**config.mk**
```make
export PLATFORM = sky130hd
export DESIGN_NAME = comment_aware_token_search
export DESIGN_NICKNAME = d
export VERILOG_FILES = /design/src/design/cats_pkg.sv /design/src/design/cats_scanner.sv /design/src/design/cats_match.sv /design/src/design/comment_aware_token_search.sv
export SDC_FILE = /design/constraint.sdc
export NUM_CORES = 1
export LEC_CHECK = 0
export ABC_CLOCK_PERIOD_IN_PS = 14190
export BUFFER_PORTS_ARGS = -buffer_cell sky130_fd_sc_hd__buf_4
export CORE_MARGIN = 2
export CORE_UTILIZATION = 55
export CTS_CLUSTER_DIAMETER = 40
export DETAILED_ROUTE_END_ITERATION = 12
export GPL_TIMING_DRIVEN = 0
export PLACE_DENSITY_LB_ADDON = 0.12
export SKIP_CTS_REPAIR_TIMING = 1
export SYNTH_ARGS = -nofsm -noshare
export SYNTH_HDL_FRONTEND = slang
export SYNTH_SLANG_ARGS = --single-unit
```
**constraint.sdc**
```tcl
create_clock -name clk -period 14.19 [get_ports clk]
set_input_delay 2.1285 -clock clk [delete_from_list [all_inputs] [get_ports clk]]
set_output_delay 2.1285 -clock clk [all_outputs]
set_load 0.01 [all_outputs]
```
**src/design/cats_pkg.sv**
```systemverilog
`timescale 1ns / 1ps

package cats_pkg;

	localparam int TOKEN_MAX_DEF  = 16;
	localparam int DEPTH_BITS_DEF = 8;

	localparam int CFG_IDX_W  = 2;
	localparam int CFG_DATA_W = 64;
	localparam int LEN_W      = 5;
	localparam int POS_W      = 32;

	localparam logic [7:0] CH_SLASH = 8'h2F;
	localparam logic [7:0] CH_STAR  = 8'h2A;
	localparam logic [7:0] CH_LF    = 8'h0A;
	localparam logic [7:0] CH_CR    = 8'h0D;

	typedef enum logic [CFG_IDX_W-1:0] {
		REG_TOK_LO  = 2'd0,
		REG_TOK_HI  = 2'd1,
		REG_TOK_LEN = 2'd2,
		REG_START   = 2'd3
	} cfg_reg_t;

	typedef enum logic [2:0] {
		MODE_TEXT  = 3'b001,
		MODE_LINE  = 3'b010,
		MODE_BLOCK = 3'b100
	} mode_t;

	typedef struct packed {
		logic             live;
		logic             last;
		logic             slash_cand;
		logic [POS_W-1:0] pos;
	} scan_info_t;

endpackage

```
**src/design/cats_scanner.sv**
```systemverilog
`timescale 1ns / 1ps

module cats_scanner import cats_pkg::*; #(
	parameter int TOKEN_MAX  = TOKEN_MAX_DEF,
	parameter int DEPTH_BITS = DEPTH_BITS_DEF
) (
	input  logic             clk,
	input  logic             arst_n,
	input  logic             adv,
	input  logic [7:0]       text_byte,
	input  logic             first_byte,
	input  logic             last_byte,
	input  logic [POS_W-1:0] start_position,
	input  logic             emit,
	output logic [7:0]       window_d [TOKEN_MAX],
	output logic             marks_d [TOKEN_MAX],
	output scan_info_t       info
);

	localparam int MARK1 = (TOKEN_MAX >= 2) ? 1 : 0;

	mode_t                 mode_q;
	logic [DEPTH_BITS-1:0] depth_q;
	logic [7:0]            window_q [TOKEN_MAX];
	logic                  marks_q [TOKEN_MAX];
	logic                  pend_q;
	logic [POS_W-1:0]      count_q;
	logic                  done_q;

	mode_t                 mode_d;
	logic [DEPTH_BITS-1:0] depth_d;
	logic                  pend_d;
	logic [POS_W-1:0]      count_e;

	always_comb begin
		mode_t                 mode_e;
		logic [DEPTH_BITS-1:0] depth_e;
		logic                  pend_e;
		logic [7:0]            prev;
		logic                  consumed;
		logic                  slash_cand;

		// a new search starts from a cleared scanner
		mode_e  = first_byte ? MODE_TEXT : mode_q;
		depth_e = first_byte ? '0 : depth_q;
		pend_e  = first_byte ? 1'b0 : pend_q;
		count_e = first_byte ? '0 : count_q;
		prev    = first_byte ? 8'h00 : window_q[0];

		window_d[0] = text_byte;
		marks_d[0]  = 1'b0;
		for (int k = 1; k < TOKEN_MAX; k++) begin
			window_d[k] = first_byte ? 8'h00 : window_q[k-1];
			marks_d[k]  = first_byte ? 1'b0 : marks_q[k-1];
		end

		mode_d     = mode_e;
		depth_d    = depth_e;
		pend_d     = pend_e;
		consumed   = 1'b0;
		slash_cand = 1'b0;

		// second byte of a possible opener or closer pair
		if (pend_e) begin
			pend_d = 1'b0;
			if (mode_e == MODE_BLOCK) begin
				if (prev == CH_STAR && text_byte == CH_SLASH) begin
					consumed = 1'b1;
					if (depth_e != '0) depth_d = depth_e - DEPTH_BITS'(1);
					if (depth_d == '0) mode_d = MODE_TEXT;
				end else if (prev == CH_SLASH && text_byte == CH_STAR) begin
					consumed = 1'b1;
					if (depth_e != '1) depth_d = depth_e + DEPTH_BITS'(1);
				end
			end else if (mode_e != MODE_LINE) begin
				if (text_byte == CH_SLASH) begin
					mode_d   = MODE_LINE;
					consumed = 1'b1;
				end else if (text_byte == CH_STAR) begin
					mode_d   = MODE_BLOCK;
					depth_d  = DEPTH_BITS'(1);
					consumed = 1'b1;
				end else begin
					slash_cand = 1'b1;
					if (TOKEN_MAX >= 2) marks_d[MARK1] = 1'b1;
				end
			end
		end

		if (!consumed) begin
			unique case (mode_d)
				MODE_LINE: begin
					if (text_byte == CH_LF || text_byte == CH_CR) mode_d = MODE_TEXT;
				end
				MODE_BLOCK: begin
					if (text_byte == CH_STAR || text_byte == CH_SLASH) pend_d = 1'b1;
				end
				default: begin
					if (text_byte == CH_SLASH) pend_d = 1'b1;
					else marks_d[0] = 1'b1;
				end
			endcase
		end

		// lone slash at the end of text counts as plain text
		if (last_byte && pend_d) begin
			if (mode_d != MODE_LINE && mode_d != MODE_BLOCK) marks_d[0] = 1'b1;
			pend_d = 1'b0;
		end

		info.live       = first_byte || !done_q;
		info.last       = last_byte;
		info.slash_cand = slash_cand;
		info.pos        = start_position + count_e;
	end

	always_ff @(posedge clk or negedge arst_n) begin
		if (!arst_n) begin
			mode_q  <= MODE_TEXT;
			depth_q <= '0;
			pend_q  <= 1'b0;
			count_q <= '0;
			done_q  <= 1'b0;
			for (int k = 0; k < TOKEN_MAX; k++) begin
				window_q[k] <= 8'h00;
				marks_q[k]  <= 1'b0;
			end
		end else if (adv && info.live) begin
			mode_q  <= mode_d;
			depth_q <= depth_d;
			pend_q  <= pend_d;
			count_q <= count_e + POS_W'(1);
			done_q  <= emit;
			for (int k = 0; k < TOKEN_MAX; k++) begin
				window_q[k] <= window_d[k];
				marks_q[k]  <= marks_d[k];
			end
		end
	end

endmodule

```
**src/design/cats_match.sv**
```systemverilog
`timescale 1ns / 1ps

module cats_match import cats_pkg::*; #(
	parameter int TOKEN_MAX = TOKEN_MAX_DEF
) (
	input  logic [7:0]            window_d [TOKEN_MAX],
	input  logic                  marks_d [TOKEN_MAX],
	input  scan_info_t            info,
	input  logic [CFG_DATA_W-1:0] token_bytes_low,
	input  logic [CFG_DATA_W-1:0] token_bytes_high,
	input  logic [LEN_W-1:0]      token_length,
	output logic                  emit,
	output logic                  found,
	output logic [POS_W-1:0]      match_index
);

	localparam int IDX_W = (TOKEN_MAX > 1) ? $clog2(TOKEN_MAX) : 1;

	logic [7:0]       tok [TOKEN_MAX];
	logic [LEN_W-1:0] len_e;
	logic [IDX_W-1:0] sel;
	logic             hit;
	logic             slash_hit;

	always_comb begin
		for (int j = 0; j < TOKEN_MAX; j++) begin
			if (j < 8) tok[j] = token_bytes_low[8*(j%8) +: 8];
			else tok[j] = token_bytes_high[8*(j%8) +: 8];
		end
	end

	always_comb begin
		if (token_length == '0) len_e = LEN_W'(1);
		else if (token_length > LEN_W'(TOKEN_MAX)) len_e = LEN_W'(TOKEN_MAX);
		else len_e = token_length;
	end

	assign sel = IDX_W'(len_e - LEN_W'(1));

	// token byte j lines up with the window entry len-1-j
	always_comb begin
		logic [IDX_W-1:0] idx;
		hit = marks_d[sel];
		for (int j = 0; j < TOKEN_MAX; j++) begin
			idx = sel - IDX_W'(j);
			if (LEN_W'(j) < len_e && window_d[idx] != tok[j]) hit = 1'b0;
		end
	end

	assign slash_hit = info.slash_cand && len_e == LEN_W'(1) && tok[0] == CH_SLASH;

	assign found = slash_hit || hit;
	assign emit  = info.live && (found || info.last);

	always_comb begin
		if (slash_hit) match_index = info.pos - POS_W'(1);
		else if (hit) match_index = info.pos - POS_W'(len_e - LEN_W'(1));
		else match_index = '0;
	end

endmodule

```
**src/design/comment_aware_token_search.sv**
```systemverilog
`timescale 1ns / 1ps

// channel   direction  handshake          payload
// s_        in         s_tvalid/s_tready  tdata: text_byte, tuser: first_byte, tlast: last_byte
// m_        out        m_tvalid/m_tready  tdata: match_index, tuser: found
// cfg_      in         cfg_we             cfg_index, cfg_data
//
// one item per cycle unless a waiting result holds a full input register; each item is
// held in the input register and its result, if any, is registered in the output register
// the window compare runs in parallel over all token bytes
// arst_n clears the scanner, both valid flags and the configuration, but the token length resets to one
// a waiting result holds the input register only once that register is full

module comment_aware_token_search import cats_pkg::*; #(
	parameter int TOKEN_MAX  = TOKEN_MAX_DEF,
	parameter int DEPTH_BITS = DEPTH_BITS_DEF
) (
	input  logic                  clk,
	input  logic                  arst_n,
	input  logic                  s_tvalid,
	output logic                  s_tready,
	input  logic [7:0]            s_tdata,   // [7:0] text_byte
	input  logic                  s_tuser,   // [0] first_byte
	input  logic                  s_tlast,
	output logic                  m_tvalid,
	input  logic                  m_tready,
	output logic [POS_W-1:0]      m_tdata,   // [31:0] match_index
	output logic                  m_tuser,   // [0] found
	input  logic                  cfg_we,
	input  logic [CFG_IDX_W-1:0]  cfg_index,
	input  logic [CFG_DATA_W-1:0] cfg_data
);

	logic [CFG_DATA_W-1:0] tok_lo_q;
	logic [CFG_DATA_W-1:0] tok_hi_q;
	logic [LEN_W-1:0]      tok_len_q;
	logic [POS_W-1:0]      start_q;

	logic       valid_s1;
	logic [7:0] byte_s1;
	logic       first_s1;
	logic       last_s1;

	logic             m_valid_q;
	logic             found_q;
	logic [POS_W-1:0] index_q;

	logic             out_free;
	logic             adv;
	logic [7:0]       window_d [TOKEN_MAX];
	logic             marks_d [TOKEN_MAX];
	scan_info_t       info;
	logic             emit;
	logic             found;
	logic [POS_W-1:0] match_index;

	always_ff @(posedge clk or negedge arst_n) begin
		if (!arst_n) begin
			tok_lo_q  <= '0;
			tok_hi_q  <= '0;
			tok_len_q <= LEN_W'(1);
			start_q   <= '0;
		end else if (cfg_we) begin
			unique case (cfg_reg_t'(cfg_index))
				REG_TOK_LO:  tok_lo_q  <= cfg_data;
				REG_TOK_HI:  tok_hi_q  <= cfg_data;
				REG_TOK_LEN: tok_len_q <= cfg_data[LEN_W-1:0];
				REG_START:   start_q   <= cfg_data[POS_W-1:0];
				default: ;
			endcase
		end
	end

	assign out_free = !m_valid_q || m_tready;
	assign adv      = valid_s1 && out_free;
	assign s_tready = !valid_s1 || out_free;

	always_ff @(posedge clk or negedge arst_n) begin
		if (!arst_n) begin
			valid_s1 <= 1'b0;
		end else if (s_tready) begin
			valid_s1 <= s_tvalid;
		end
	end

	always_ff @(posedge clk) begin
		if (s_tready && s_tvalid) begin
			byte_s1  <= s_tdata;
			first_s1 <= s_tuser;
			last_s1  <= s_tlast;
		end
	end

	cats_scanner #(
		.TOKEN_MAX  (TOKEN_MAX),
		.DEPTH_BITS (DEPTH_BITS)
	) u_scanner (
		.clk            (clk),
		.arst_n         (arst_n),
		.adv            (adv),
		.text_byte      (byte_s1),
		.first_byte     (first_s1),
		.last_byte      (last_s1),
		.start_position (start_q),
		.emit           (emit),
		.window_d       (window_d),
		.marks_d        (marks_d),
		.info           (info)
	);

	cats_match #(
		.TOKEN_MAX (TOKEN_MAX)
	) u_match (
		.window_d         (window_d),
		.marks_d          (marks_d),
		.info             (info),
		.token_bytes_low  (tok_lo_q),
		.token_bytes_high (tok_hi_q),
		.token_length     (tok_len_q),
		.emit             (emit),
		.found            (found),
		.match_index      (match_index)
	);

	always_ff @(posedge clk or negedge arst_n) begin
		if (!arst_n) begin
			m_valid_q <= 1'b0;
		end else if (adv && emit) begin
			m_valid_q <= 1'b1;
		end else if (m_tready) begin
			m_valid_q <= 1'b0;
		end
	end

	always_ff @(posedge clk) begin
		if (adv && emit) begin
			found_q <= found;
			index_q <= match_index;
		end
	end

	assign m_tvalid = m_valid_q;
	assign m_tdata  = index_q;
	assign m_tuser  = found_q;

endmodule

```
==> metrics.sh <==
NETLIST_AREA_UM2=29100
MIN_PATH_TYPE='reg2reg'
WORSTSETUPPATHTYPE='reg2reg'
FINAL-SETUP-VIOL-COUNT=0
VIA_COUNT=24900
MIN_FROM='u_scanner.window_q[78]$_DFFE_PN0P_'
POSTSYNTH.TOPFLOPCELL='sky130_fd_sc_hd__dfrtp_1'
WL_PER_CELL_UM=27.1
DIE_H_UM=234
MAX_FREQ_GHz=0.0890
WORST-ENDPOINT-REQUIRED_PS=14480
CLOCKROOTBUFFER='sky130_fd_sc_hd__clkbuf_16'
CTS_MADE_BUFFERS=76
PORTBUFFERS=115
POST-ROUTE-MIN-PERIOD_PS=11230
FLOORPLAN.DIE.WIDTH_UM=234
MAX_CAP_VIOL_COUNT=0
GLOBAL_ROUTE_WIRE_LENGTH_BEFORE_REPAIR_UM=153000
INITIAL_UTILIZATION_PCT=55.4
CTS-HTREE-LEVELS=3
DP.FINAL_HPWL_UM=81700
WORSTSETUPSTARTPOINTTYPE='register'
SUM_OF_INTERNAL_SWITCHING_AND_LEAKAGE_POWER_uW=5540
FINAL_HOLD_VIOL_COUNT=0
WORST_R2R_STARTPOINT='tok_len_q[4]$_DFFE_PN0P_'
INITIALDRTVIOLATIONCOUNT=2595
IRDROPWORSTVDD_uV=109
LAST_WEIGHTED_CONGESTION_VALUE_OF_THE_ROUTABILITY_DRIVEN_PLACER=1.06
FIN_WORST_HOLD_SLACK_PS=465
CLOCK_SINK_COUNT=390
CRITICAL_PATH_CAPTURE_POINT_TYPE='register'
CP-STARTPOINT='tok_len_q[4]$_DFFE_PN0P_'
CP_DATA_ARRIVAL_TIME_PS=11520
TIMING.SLEW.HEADROOM_PCT=3.16
FIN_NETS=3251
SYN-NUM-NETS=3055
SYNTH.DISTINCT_CELLS=87
CRITICAL_PATH.TOP_DELAY_FAMILY='buffers and inverters'
WORST-PATH-BUF-INV=12
TOP_LEVEL_PORTS=116
DRCVIOLATIONCOUNT=0
DRT_PRE_ANTENNA_ITERS=5
AREA.GROWTH.SYNTH_TO_FINAL_PCT=15.6
SYNTH_CELLS=2892
SYNTH-WARNING-COUNT=0
TIMING_MAX_TRANSITION_VIOLATIONS_FINAL=0
ANTENNA_CELL_COUNT=0
SYNTH-ASYNC-RESET-RATIO_PCT=89.0
AVGVIACOUNTPERCELL=6.50
COREAREA_UM2=52400
FINAL.SETUP.TNS_PS=0
FLOORPLAN.DIE_AREA_UM2=54700
CRITPATHSLOWESTCELL='sky130_fd_sc_hd__nor4_2'
FINAL_ANTENNA_NET_COUNT=0
FINAL.PERIOD_UTILIZATION_PCT=79.2
GRT_MAX_DEGREE=124
GRT_PASS1_VIAS=24200
CRITPATHMAXSTAGEDELAY_PS=1240
GRT.OVERFLOW.TOTAL=0
POWER_LEAKAGE_uW=0.0142
SYNTH-SEQ-AREA-SHARE_PCT=34.3
ROUTED_WL_UM=104000
REG2REG_SLACK_PS=2960
LARGEST_BUFFER_COUNT_ON_ANY_CLOCK_PATH=3
SKEW_PS=26.7
SYN-MEAN-INSTANCE-AREA_UM2=10.0
NUMBER_OF_ANTENNA_VIOLATIONS_AT_THE_FIRST_CHECK_IN_GLOBAL_ROUTING=2
SYNTH-EDFF-COUNT=43
CRIT_PATH_MAX_FANOUT=33
GR-USAGE-ALL-LAYERS_PCT=38.3
CLKSLEWWORSTSETUPHOLDPATHS_PS=50
STATUS='completed'
CLK_LATENCY_PS=620
YS_FF_LATCH=390
FINAL_CORE_UTILIZATION_PCT=64.1
DRIVE_ABOVE_1_SHARE_PCT=20.7
TRITONCTS='built'
GRT_SETUP_UNREPAIRED='no'
WORST-SLEW-PIN-TRANSITION_PS=1440
POWER_DENSITY_nW_PER_UM2=165
NUM_ROWS=84
stage by stage:
stage | worst slack, ps | cell area [um^2] | cells
2_1_floorplan | 5690 | 29100 | 2892
3_3_place_gp | 1400 | 30800 | 3695
3_5_place_dp | 3130 | 30900 | 3698
4_1_cts | 3090 | 33600 | 3838
5_1_grt | 2640 | 33600 | 3838
6_report | 2960 | 33600 | 3838
power breakdown:
| part | leakage, uW | switching, uW | total [uW] | internal, uW |
|---|---|---|---|---|
| Sequential | 0.00484 | 136 | 1410 | 1280 |
| Clock | 0.00132 | 660 | 1900 | 1240 |
| Combinational | 0.00801 | 1310 | 2230 | 921 |
cells in the mapped netlist, types with 8 or more instances:
cell type                   count  area, um^2
sky130_fd_sc_hd__nor4_1        27         169
sky130_fd_sc_hd__buf_1         13        48.8
sky130_fd_sc_hd__ha_1          80        1000
sky130_fd_sc_hd__o31ai_1       10        75.1
sky130_fd_sc_hd__buf_2         22         110
sky130_fd_sc_hd__nand3_1       55         275
sky130_fd_sc_hd__nand2_1      519        1950
sky130_fd_sc_hd__clkbuf_1     127         477
sky130_fd_sc_hd__o22ai_1       17         106
sky130_fd_sc_hd__nor3_1        57         285
sky130_fd_sc_hd__a2bb2oi_1      8        70.1
sky130_fd_sc_hd__o211ai_1      12        90.1
sky130_fd_sc_hd__nor2_1        86         323
sky130_fd_sc_hd__mux4_2       175        3940
sky130_fd_sc_hd__o21ai_0       78         390
sky130_fd_sc_hd__xor2_1       107         937
sky130_fd_sc_hd__or3_1         10        62.6
sky130_fd_sc_hd__xnor2_1      138        1210
sky130_fd_sc_hd__a21oi_1      109         546
sky130_fd_sc_hd__nand2b_1      11        68.8
sky130_fd_sc_hd__buf_4          8        60.1
sky130_fd_sc_hd__or2_2          9        56.3
sky130_fd_sc_hd__and3_1        20         125
sky130_fd_sc_hd__nand4_1       45         282
sky130_fd_sc_hd__and2_1        17         106
sky130_fd_sc_hd__inv_1         43         161
sky130_fd_sc_hd__o21a_1        18         135
sky130_fd_sc_hd__mux2_2       169        1900
sky130_fd_sc_hd__o21ai_1       26         130
sky130_fd_sc_hd__dfrtp_1      345        8630
sky130_fd_sc_hd__a31oi_1       14        87.6
sky130_fd_sc_hd__nor2b_1      162        1010
sky130_fd_sc_hd__edfxtp_1      43        1290
sky130_fd_sc_hd__mux2i_1      154        1540
sky130_fd_sc_hd__a21o_1        19         143
worst register-to-register path, cell delays in order (launching register included):
cell                       delay, ps
sky130_fd_sc_hd__dfrtp_1         370
sky130_fd_sc_hd__buf_6           150
sky130_fd_sc_hd__or2_1           220
sky130_fd_sc_hd__buf_2           200
sky130_fd_sc_hd__o22ai_4         420
sky130_fd_sc_hd__buf_4           350
sky130_fd_sc_hd__buf_6           250
sky130_fd_sc_hd__buf_2           370
sky130_fd_sc_hd__clkbuf_1        640
sky130_fd_sc_hd__ha_1            430
sky130_fd_sc_hd__clkbuf_1        290
sky130_fd_sc_hd__inv_2           290
sky130_fd_sc_hd__clkbuf_1        740
sky130_fd_sc_hd__buf_1          1090
sky130_fd_sc_hd__ha_1            330
sky130_fd_sc_hd__a21oi_1          80
sky130_fd_sc_hd__xnor2_1         740
sky130_fd_sc_hd__buf_2           460
sky130_fd_sc_hd__mux4_2          600
sky130_fd_sc_hd__xor2_1          160
sky130_fd_sc_hd__nor4_1          350
sky130_fd_sc_hd__a31oi_1         250
sky130_fd_sc_hd__nor4_2         1240
sky130_fd_sc_hd__a211oi_1        420
sky130_fd_sc_hd__nor2_4          210
sky130_fd_sc_hd__buf_12          210
kinds of logic (layout without fill, tap and decap cells):
logic type / count (synthesis) / in the layout / synth area share (%)
and+or+nand+nor: 1053 / 1053 / 17.2
muxes: 498 / 498 / 25.4
AOI/OAI and AO/OA: 401 / 401 / 8.93
DFF: 390 / 390 / 34.3
xor gates and xnor gates: 245 / 245 / 7.38
buffers and inverters: 223 / 481 / 3.16
adders and majority gates: 82 / 82 / 3.58
flip-flops by register name (all words and copies together) (netlist names), 8 cells and up:
| register | count |
|---|---|
| start_q | 32 |
| tok_hi_q | 64 |
| u_scanner.depth_q | 8 |
| u_scanner.marks_q | 15 |
| u_scanner.window_q | 120 |
| u_scanner.count_q | 32 |
| m_tdata | 32 |
| tok_lo_q | 64 |
| byte_s1 | 8 |
per-layer routing:
metal | global-route usage (%) | wire (um) | vias up
met5 | 0 | 28 | -
met4 | 21.2 | 6710 | 4
met3 | 11.0 | 10400 | 362
met2 | 60.6 | 47200 | 1313
met1 | 47.3 | 39800 | 12300
li1 | - | - | 10900
path summary, 6_finish.rpt:
check                                                endpoint  cells after the start
max                                     m_tdata[19]$_DFFE_PP_                     25
max reg2reg                             m_tdata[19]$_DFFE_PP_                     25
min reg2reg                u_scanner.window_q[78]$_DFFE_PN0P_                      2
min in group asynchronous    u_scanner.depth_q[4]$_DFFE_PN0P_                      1
max in group asynchronous            tok_lo_q[53]$_DFFE_PN0P_                      2
min                        u_scanner.window_q[78]$_DFFE_PN0P_                      2
cell type report:
cell class                      count  area, um^2
Buffer                            173         729
Clock buffer                       94        2100
Clock inverter                     46         603
Fill cell                        4205       18800
Inverter                           50         189
Multi-Input combinational cell   2279       18200
Sequential cell                   390        9980
Tap cell                          688         861
Timing Repair Buffer              118         946
cell usage in the layout, fill, tap and decap left out, drive strengths merged, types with 22 or more instances in the layout:
| cell | instances |
|---|---|
| nor4 | 28 |
| nor2 | 86 |
| edfxtp | 43 |
| nand4 | 45 |
| nand2 | 519 |
| xnor2 | 138 |
| nor2b | 162 |
| buf | 164 |
| o21ai | 104 |
| nand3 | 55 |
| inv | 61 |
| a21oi | 109 |
| ha | 80 |
| clkbuf | 221 |
| mux2 | 169 |
| nor3 | 57 |
| xor2 | 107 |
| mux4 | 175 |
| clkinv | 22 |
| dfrtp | 345 |
| mux2i | 154 |
(Power assumes the default switching activity.)
